--- src/sv/json_number_scanner_macros.svh ---
`ifndef JSON_NUMBER_SCANNER_MACROS_SVH
`define JSON_NUMBER_SCANNER_MACROS_SVH

// Checks the consequence in the same cycle as the antecedent.
`define JNS_ASSERT_NOW(label, ante, cons, msg) \
    label: assert property (@(posedge i_clk) disable iff (!i_rst_n) \
        (ante) |-> (cons)) else $error(msg);

// Checks the consequence in the cycle after the antecedent.
`define JNS_ASSERT_NEXT(label, ante, cons, msg) \
    label: assert property (@(posedge i_clk) disable iff (!i_rst_n) \
        (ante) |=> (cons)) else $error(msg);

`endif

--- src/sv/jns_pkg.sv ---
package jns_pkg;

    localparam logic [7:0] CH_MINUS = 8'h2D;
    localparam logic [7:0] CH_PLUS  = 8'h2B;
    localparam logic [7:0] CH_DOT   = 8'h2E;
    localparam logic [7:0] CH_ZERO  = 8'h30;
    localparam logic [7:0] CH_NINE  = 8'h39;
    localparam logic [7:0] CH_E_UP  = 8'h45;
    localparam logic [7:0] CH_E_LOW = 8'h65;

    localparam logic [63:0] MAG_LIMIT   = 64'h8000_0000_0000_0000;
    localparam logic [6:0]  LEN_OUT_MAX = 7'd127;

    localparam int Q_DEPTH = 2;

    typedef enum logic [2:0] {
        PH_IDLE,
        PH_INT,
        PH_FRAC,
        PH_EXP_SIGN,
        PH_EXP_DIGIT
    } t_phase;

    typedef enum logic [1:0] {
        ST_INT,
        ST_REAL,
        ST_SYNTAX,
        ST_RANGE
    } t_status;

    typedef struct packed {
        logic [7:0] text_byte;
        logic       starts_token;
    } t_in_beat;

    typedef struct packed {
        t_status            status;
        logic signed [63:0] int_value;
        logic [6:0]         token_length;
    } t_out_beat;

    typedef struct packed {
        logic       start;
        logic       is_digit;
        logic [3:0] digit;
        logic       is_dot;
        logic       is_exp;
        logic       is_plus;
        logic       is_minus;
    } t_byte_class;

endpackage

--- src/sv/jns_front.sv ---
module jns_front (
    input  logic                  i_valid,
    output logic                  o_stall,
    input  jns_pkg::t_in_beat     i_data,
    input  logic                  i_full,
    output logic                  o_push,
    output jns_pkg::t_byte_class  o_cls
);
    import jns_pkg::*;

    logic [7:0] w_diff;

    assign o_stall = i_full;
    assign o_push  = i_valid && !i_full;
    assign w_diff  = i_data.text_byte - CH_ZERO;

    always_comb begin
        o_cls          = '0;
        o_cls.start    = i_data.starts_token;
        o_cls.is_digit = i_data.text_byte inside {[CH_ZERO:CH_NINE]};
        o_cls.digit    = w_diff[3:0];
        o_cls.is_dot   = (i_data.text_byte == CH_DOT);
        o_cls.is_exp   = i_data.text_byte inside {CH_E_LOW, CH_E_UP};
        o_cls.is_plus  = (i_data.text_byte == CH_PLUS);
        o_cls.is_minus = (i_data.text_byte == CH_MINUS);
    end

endmodule

--- src/sv/jns_queue.sv ---
module jns_queue (
    input  logic                  i_clk,
    input  logic                  i_rst_n,
    input  logic                  i_push,
    input  jns_pkg::t_byte_class  i_cls,
    output logic                  o_full,
    input  logic                  i_pop,
    output logic                  o_valid,
    output jns_pkg::t_byte_class  o_cls
);
    import jns_pkg::*;

    localparam int PW = (Q_DEPTH > 1) ? $clog2(Q_DEPTH) : 1;
    localparam int CW = $clog2(Q_DEPTH + 1);

    t_byte_class r_mem [Q_DEPTH];
    logic [PW-1:0] r_wr, n_wr;
    logic [PW-1:0] r_rd, n_rd;
    logic [CW-1:0] r_count, n_count;

    assign o_full  = (r_count == CW'(Q_DEPTH));
    assign o_valid = (r_count != '0);
    assign o_cls   = r_mem[r_rd];

    always_comb begin
        n_wr    = r_wr;
        n_rd    = r_rd;
        n_count = r_count;
        if (i_push) begin
            n_wr = (r_wr == PW'(Q_DEPTH - 1)) ? '0 : r_wr + 1'b1;
        end
        if (i_pop) begin
            n_rd = (r_rd == PW'(Q_DEPTH - 1)) ? '0 : r_rd + 1'b1;
        end
        if (i_push && !i_pop) begin
            n_count = r_count + 1'b1;
        end else if (!i_push && i_pop) begin
            n_count = r_count - 1'b1;
        end
    end

    always_ff @(posedge i_clk) begin
        if (!i_rst_n) begin
            r_wr    <= '0;
            r_rd    <= '0;
            r_count <= '0;
        end else begin
            r_wr    <= n_wr;
            r_rd    <= n_rd;
            r_count <= n_count;
        end
    end

    always_ff @(posedge i_clk) begin
        if (i_push) begin
            r_mem[r_wr] <= i_cls;
        end
    end

endmodule

--- src/sv/jns_back.sv ---
module jns_back #(
    parameter int MAX_TOKEN_LENGTH = 127
) (
    input  logic                  i_clk,
    input  logic                  i_rst_n,
    input  logic                  i_valid,
    input  jns_pkg::t_byte_class  i_cls,
    output logic                  o_pop,
    output logic                  o_valid,
    input  logic                  i_stall,
    output jns_pkg::t_out_beat    o_data
);
    import jns_pkg::*;

    localparam int LW = $clog2(MAX_TOKEN_LENGTH + 1);
    localparam int EW = (LW > 7) ? LW : 7;

    t_phase        r_phase, n_phase, e_phase;
    logic          r_neg, n_neg, e_neg;
    logic          r_lz, n_lz, e_lz;
    logic [1:0]    r_icnt, n_icnt, e_icnt;
    logic          r_frac, n_frac, e_frac;
    logic          r_expd, n_expd, e_expd;
    logic          r_dec, n_dec, e_dec;
    logic [63:0]   r_mag, n_mag, e_mag;
    logic          r_ovf, n_ovf, e_ovf;
    logic [LW-1:0] r_len, n_len, e_len;
    logic          r_out_valid, n_out_valid;
    t_out_beat     r_out, n_out;

    logic          w_cont;
    logic          w_fire;
    logic          w_has_exp;
    logic [67:0]   w_acc;
    logic [EW-1:0] w_len_ext;

    assign o_pop   = i_valid && (!r_out_valid || !i_stall);
    assign o_valid = r_out_valid;
    assign o_data  = r_out;

    assign w_acc = ({4'b0, e_mag} << 3) + ({4'b0, e_mag} << 1) + 68'(i_cls.digit);

    always_comb begin
        if (i_cls.start) begin
            e_phase = PH_INT;
            e_neg   = 1'b0;
            e_lz    = 1'b0;
            e_icnt  = '0;
            e_frac  = 1'b0;
            e_expd  = 1'b0;
            e_dec   = 1'b0;
            e_mag   = '0;
            e_ovf   = 1'b0;
            e_len   = '0;
        end else begin
            e_phase = r_phase;
            e_neg   = r_neg;
            e_lz    = r_lz;
            e_icnt  = r_icnt;
            e_frac  = r_frac;
            e_expd  = r_expd;
            e_dec   = r_dec;
            e_mag   = r_mag;
            e_ovf   = r_ovf;
            e_len   = r_len;
        end

        n_phase   = r_phase;
        n_neg     = r_neg;
        n_lz      = r_lz;
        n_icnt    = r_icnt;
        n_frac    = r_frac;
        n_expd    = r_expd;
        n_dec     = r_dec;
        n_mag     = r_mag;
        n_ovf     = r_ovf;
        n_len     = r_len;
        w_cont    = 1'b0;
        w_fire    = 1'b0;
        w_has_exp = (e_phase == PH_EXP_SIGN) || (e_phase == PH_EXP_DIGIT);
        w_len_ext = EW'(e_len);

        n_out              = r_out;
        n_out.status       = ST_INT;
        n_out.int_value    = '0;
        n_out.token_length = (w_len_ext > EW'(LEN_OUT_MAX)) ? LEN_OUT_MAX : w_len_ext[6:0];

        if (o_pop && (i_cls.start || r_phase != PH_IDLE)) begin
            n_phase = e_phase;
            n_neg   = e_neg;
            n_lz    = e_lz;
            n_icnt  = e_icnt;
            n_frac  = e_frac;
            n_expd  = e_expd;
            n_dec   = e_dec;
            n_mag   = e_mag;
            n_ovf   = e_ovf;
            n_len   = e_len;

            if (i_cls.start && i_cls.is_minus) begin
                n_neg  = 1'b1;
                w_cont = 1'b1;
            end else begin
                case (e_phase)
                    PH_INT: begin
                        if (i_cls.is_digit) begin
                            w_cont = 1'b1;
                            if (e_icnt == 2'd0 && i_cls.digit == 4'd0) begin
                                n_lz = 1'b1;
                            end
                            if (e_icnt != 2'd2) begin
                                n_icnt = e_icnt + 2'd1;
                            end
                            if (!e_ovf) begin
                                if (w_acc > {4'b0, MAG_LIMIT}) begin
                                    n_ovf = 1'b1;
                                end else begin
                                    n_mag = w_acc[63:0];
                                end
                            end
                        end else if (i_cls.is_dot) begin
                            w_cont  = 1'b1;
                            n_dec   = 1'b1;
                            n_phase = PH_FRAC;
                        end else if (i_cls.is_exp) begin
                            w_cont  = 1'b1;
                            n_phase = PH_EXP_SIGN;
                        end
                    end
                    PH_FRAC: begin
                        if (i_cls.is_digit) begin
                            w_cont = 1'b1;
                            n_frac = 1'b1;
                        end else if (i_cls.is_exp) begin
                            w_cont  = 1'b1;
                            n_phase = PH_EXP_SIGN;
                        end
                    end
                    PH_EXP_SIGN: begin
                        if (i_cls.is_plus || i_cls.is_minus) begin
                            w_cont  = 1'b1;
                            n_phase = PH_EXP_DIGIT;
                        end else if (i_cls.is_digit) begin
                            w_cont  = 1'b1;
                            n_expd  = 1'b1;
                            n_phase = PH_EXP_DIGIT;
                        end
                    end
                    PH_EXP_DIGIT: begin
                        if (i_cls.is_digit) begin
                            w_cont = 1'b1;
                            n_expd = 1'b1;
                        end
                    end
                    default: begin
                        w_cont = 1'b0;
                    end
                endcase
            end

            if (w_cont) begin
                if (e_len < LW'(MAX_TOKEN_LENGTH)) begin
                    n_len = e_len + 1'b1;
                end
            end else begin
                w_fire  = 1'b1;
                n_phase = PH_IDLE;
                if (e_icnt == 2'd0 || (e_lz && e_icnt > 2'd1) || (e_dec && !e_frac)
                        || (w_has_exp && !e_expd)) begin
                    n_out.status = ST_SYNTAX;
                end else if (e_dec || w_has_exp) begin
                    n_out.status = ST_REAL;
                end else if (e_ovf || (!e_neg && e_mag == MAG_LIMIT)) begin
                    n_out.status = ST_RANGE;
                end else begin
                    n_out.status    = ST_INT;
                    n_out.int_value = e_neg ? -$signed(e_mag) : $signed(e_mag);
                end
            end
        end

        if (w_fire) begin
            n_out_valid = 1'b1;
        end else if (!i_stall) begin
            n_out_valid = 1'b0;
        end else begin
            n_out_valid = r_out_valid;
        end
    end

    always_ff @(posedge i_clk) begin
        if (!i_rst_n) begin
            r_phase     <= PH_IDLE;
            r_neg       <= 1'b0;
            r_lz        <= 1'b0;
            r_icnt      <= '0;
            r_frac      <= 1'b0;
            r_expd      <= 1'b0;
            r_dec       <= 1'b0;
            r_mag       <= '0;
            r_ovf       <= 1'b0;
            r_len       <= '0;
            r_out_valid <= 1'b0;
        end else begin
            r_phase     <= n_phase;
            r_neg       <= n_neg;
            r_lz        <= n_lz;
            r_icnt      <= n_icnt;
            r_frac      <= n_frac;
            r_expd      <= n_expd;
            r_dec       <= n_dec;
            r_mag       <= n_mag;
            r_ovf       <= n_ovf;
            r_len       <= n_len;
            r_out_valid <= n_out_valid;
        end
    end

    always_ff @(posedge i_clk) begin
        if (w_fire) begin
            r_out <= n_out;
        end
    end

endmodule

--- src/sv/json_number_scanner.sv ---
// The input beat that ends a token is registered in the queue, and its result beat then in the output register.
// Throughput: one input beat per cycle while the queue is not full, set by the combinational times-ten accumulate.
// A two-entry queue lets input beats be taken while a result beat waits downstream.
// Reset (synchronous, active low) empties the queue, returns the scanner to idle
// and clears the output valid; the block is ready in the first cycle after reset.
module json_number_scanner #(
    parameter int MAX_TOKEN_LENGTH = 127
) (
    input  logic                i_clk,
    input  logic                i_rst_n,
    input  logic                i_valid,
    output logic                o_stall,
    input  jns_pkg::t_in_beat   i_data,
    output logic                o_valid,
    input  logic                i_stall,
    output jns_pkg::t_out_beat  o_data
);
    import jns_pkg::*;

    `include "json_number_scanner_macros.svh"

    logic        w_push;
    logic        w_full;
    logic        w_q_valid;
    logic        w_pop;
    t_byte_class w_push_cls;
    t_byte_class w_head_cls;

    jns_front u_front (
        .i_valid (i_valid),
        .o_stall (o_stall),
        .i_data  (i_data),
        .i_full  (w_full),
        .o_push  (w_push),
        .o_cls   (w_push_cls)
    );

    jns_queue u_queue (
        .i_clk   (i_clk),
        .i_rst_n (i_rst_n),
        .i_push  (w_push),
        .i_cls   (w_push_cls),
        .o_full  (w_full),
        .i_pop   (w_pop),
        .o_valid (w_q_valid),
        .o_cls   (w_head_cls)
    );

    jns_back #(
        .MAX_TOKEN_LENGTH (MAX_TOKEN_LENGTH)
    ) u_back (
        .i_clk   (i_clk),
        .i_rst_n (i_rst_n),
        .i_valid (w_q_valid),
        .i_cls   (w_head_cls),
        .o_pop   (w_pop),
        .o_valid (o_valid),
        .i_stall (i_stall),
        .o_data  (o_data)
    );

    `JNS_ASSERT_NOW(a_value_zero, o_valid && o_data.status != ST_INT, o_data.int_value == 64'sd0, "nonzero value on a non-integer result")
    `JNS_ASSERT_NOW(a_pop_nonempty, w_pop, w_q_valid, "queue popped while empty")
    `JNS_ASSERT_NEXT(a_push_held, w_push && !w_pop, w_q_valid, "pushed beat missing from queue")

endmodule

--- config.mk ---
export PLATFORM = sky130hd
export DESIGN_NAME = json_number_scanner
export DESIGN_NICKNAME = d
export VERILOG_FILES = /design/src/sv/jns_pkg.sv /design/src/sv/jns_front.sv /design/src/sv/jns_queue.sv /design/src/sv/jns_back.sv /design/src/sv/json_number_scanner.sv
export VERILOG_INCLUDE_DIRS = /design/src /design/src/sv
export SDC_FILE = /design/constraint.sdc
export NUM_CORES = 1
export LEC_CHECK = 0
export BUFFER_PORTS_ARGS = -buffer_cell sky130_fd_sc_hd__buf_4
export CORE_MARGIN = 2
export CORE_UTILIZATION = 63
export DETAILED_ROUTE_END_ITERATION = 8
export HOLD_SLACK_MARGIN = 0.12
export PLACE_DENSITY = 0.85
export REMOVE_ABC_BUFFERS = 1
export SYNTH_ARGS = -nofsm -noshare
export SYNTH_HDL_FRONTEND = slang
export SYNTH_HIERARCHICAL = 1
export SYNTH_SLANG_ARGS = --single-unit
--- constraint.sdc ---
create_clock -name i_clk -period 10.1 [get_ports i_clk]
set_clock_uncertainty 0.2 [all_clocks]
set_input_delay 0.505 -clock i_clk [delete_from_list [all_inputs] [get_ports i_clk]]
set_output_delay 0.505 -clock i_clk [all_outputs]
set_load 0.1 [all_outputs]
==> impl_metrics.yaml <==
run_status:
  outcome: "finished clean"
worst_setup_path:
  crit_fanout: 64
  critPathTopFamily: "compound AO/OA/AOI/OAI gates"
  path_depth: 22
  reg2reg_to: "u_back/r_mag[43]"
  crit_required_ps: 10190
  worstSetupStartpointType: "flop"
  crit_top_cell: "buf_4"
  worstSetupPathType: "reg2reg"
  worstSetupEndpointType: "flop"
  critPathArrivalTime_ps: 8050
  reg2reg_depth: 22
  max_stage_delay_ps: 710
  cp_slowest_cell: "mux2_4"
  ff2ff_setup_slack_ps: 2140
  worst-path-buf-inv: 5
  crit_chain: "mux2_4 > buf_4 > clkinv_1 > nand2_1 > inv_1 > ha_1 > ha_1 > a21oi_1 > o21ai_0 > a21oi_1 > o221ai_1 > a21o_1 > a21oi_2 > xnor2_1 > a2111o_1 > nor4_1 > a41oi_1 > buf_4 > nor3_4 > buf_4 > mux2i_1 > o22ai_1"
  endpoint: "u_back/r_mag[43]"
timing:
  rsz0062_at_grt: "no"
  min_period_ps: 7957
  holdWs_ps: 146.6
  tightestPinTransition_ps: 1194
  relSlewSlack_pct: 18.35
  fin_crit_sh_pct: 78.78
  hold_viol: 0
  setup_viol: 0
  tns_ps: 0
  fmax_ghz: 0.1257
  slew_violations: 0
final_layout:
  diodes: 0
  final_common_cell: "nor2_1"
  fin_nets: 1901
  layout.cells.non_filler: 2054
  final_cell_mix: "181 x nor2_1, 163 x nand2_1, 131 x ha_1"
  area_growth_pct: 8.932
  fin_area_mm2: 0.01593
  layout-drive-gt1-share_pct: 10.01
die:
  core_area_mm2: 0.02271
  die_y_um: 156.4
  die_area_mm2: 0.02445
  start_util_pct: 64.40
  rows: 55
  io-pin-count: 88
  die_x_um: 156.4
pwr:
  switching_share_pct: 46.53
  finalPower_mw: 2.685
  pwr-share-seq_pct: 34.2
  clkPwrFrac_pct: 27.0
  ir_drop_mv: 0.1745
  p_switching_mw: 1.250
  power_density_mw_per_mm2: 168.6
  p_leak_nw: 6.473
  internal_power_mw: 1.436
  p_comb_share_pct: 38.8
yosys:
  yosys_most_used_dff: "edfxtp_1"
  ys_ff_latch: 181
  ys_seq_area_share_pct: 31.14
  synthArstFlopShare_pct: 0
  avgSynthCellArea_um2: 8.424
  synth_edf_count: 93
  synth_area_mm2: 0.01462
  synth.distinct_cells: 91
  syn_inst: 1736
  yosysWarnings: 6
clock_tree:
  cts.clk_slew.worst_paths_ps: 90
  cts_buffer_depth: 2
  cts_setup_buffers: 0
  cts_resized: 0
  clkLatencyLatePin_ps: 460
  cts_buffers: 17
  htreeDepth: 4
  clkSinkCount: 181
  cts_tree: "built"
  cts_hold_buf: 5
  cts_root_buffer: "clkbuf_16"
grt:
  grt_max_degree: 76
  grt_pass1_vias: 13040
  antenna_found_initial: 0
  grt_pass1_wl_um: 71380
  track_usage_pct: 37.29
  gr-total-overflow: 0
drt:
  wl_per_cell_um: 22.20
  drt-total-wl_um: 45610
  postRouteAntennaNets: 0
  drc: 0
  vias: 13910
  dr.pass1.iters: 7
  vias_per_cell: 6.772
  drt_iter0_markers: 1588
worst_hold_path:
  holdPathStages: 3
  hold_class: "in2reg"
place:
  postPlaceCellArea_mm2: 0.01524
  numPortBuffers: 87
  dp_cells: 2017
  gp_congestion: 0.9984
  hpwlAfterDp_um: 33990
job:
  maxCapViolations: 0
## worst min-delay path, cell delays in order
cell and delay, ps:
buf_4 110, nand2_1 70, a21boi_0 80
## flip-flops by register name (all words and copies together) (netlist names), 2 cells and up, named ones only
signal and count:
u_back/r_mag 64, u_back/r_len 7, u_back/r_icnt 2, u_queue/r_count 2, u_queue/r_mem 20, u_back/r_phase 3, u_back/o_data 73
## layout make-up
type | count | area [µm²]
multi-input combinational | 1414 | 9460
fill | 1844 | 6779
sequential | 181 | 4554
timing repair buffer | 100 | 763.2
clock buffer | 17 | 425.4
tap | 285 | 356.6
clock inverter | 15 | 211.5
inverter | 42 | 158.9
## layer usage
| layer | routed length [µm] | track usage (%) |
|---|---|---|
| met4 | 1631 | 12.76 |
| met5 | 0 | 0 |
| met3 | 3879 | 5.982 |
| met1 | 19650 | 50.99 |
| met2 | 20450 | 60.16 |
## through the flow
stage                     setup slack (ps)  util (%)
after global routing                  1700     70.15
after detailed placement              2313     67.11
after CTS                             2287     70.14
after floorplan                       2200         -
final                                 2143     70.15
after global placement                2383     67.11
## power groups by stage
stage | clock, mW | sequential (mW) | combinational (mW)
after floorplan | 0 | 1.39 | 0.318
after global placement | 0 | 0.931 | 1.01
after detailed placement | 0 | 0.934 | 1.03
after CTS | 0.727 | 0.919 | 1.03
after global routing | 0.755 | 0.929 | 1.09
final | 0.724 | 0.919 | 1.04
## worst min-delay path by stage
stage                          end  slack, ps              from
5_1_grt        u_queue/r_mem[1][1]        160         i_data[5]
3_5_place_dp      u_back/r_mag[45]        250  u_back/r_mag[45]
4_1_cts             u_back/o_valid        150           i_stall
3_3_place_gp      u_back/r_mag[45]        240  u_back/r_mag[45]
6_report            u_back/o_valid        150           i_stall
2_1_floorplan     u_back/r_mag[45]        220  u_back/r_mag[45]
## synthesized netlist by cell type (24+ instances only)
master	number	area share, %
nor2_1	181	4.6
nand2_1	163	4.2
ha_1	131	11
a21oi_1	116	4.0
o21ai_0	116	4.0
edfxtp_1	93	19
dfxtp_1	88	12
nor2b_1	84	3.6
clkbuf_1	73	1.9
xor2_1	69	4.1
nand4_1	45	1.9
inv_1	40	1.0
xnor2_1	38	2.3
nor3_1	32	1.1
o31ai_1	29	1.5
nand3_1	28	0.96
mux2i_1	24	1.6
## kinds of logic after synthesis
logic type,after synthesis,synth area share (%)
XOR/XNOR,107,6.408
flip-flops,181,31.14
AND/OR/NAND/NOR,649,22.08
AO/OA/AOI/OAI,491,22.28
buffers and inverters,141,4.252
adder cells (fa/ha/maj),132,11.34
multiplexers,35,2.490
Power figures use the tool's default switching activity.
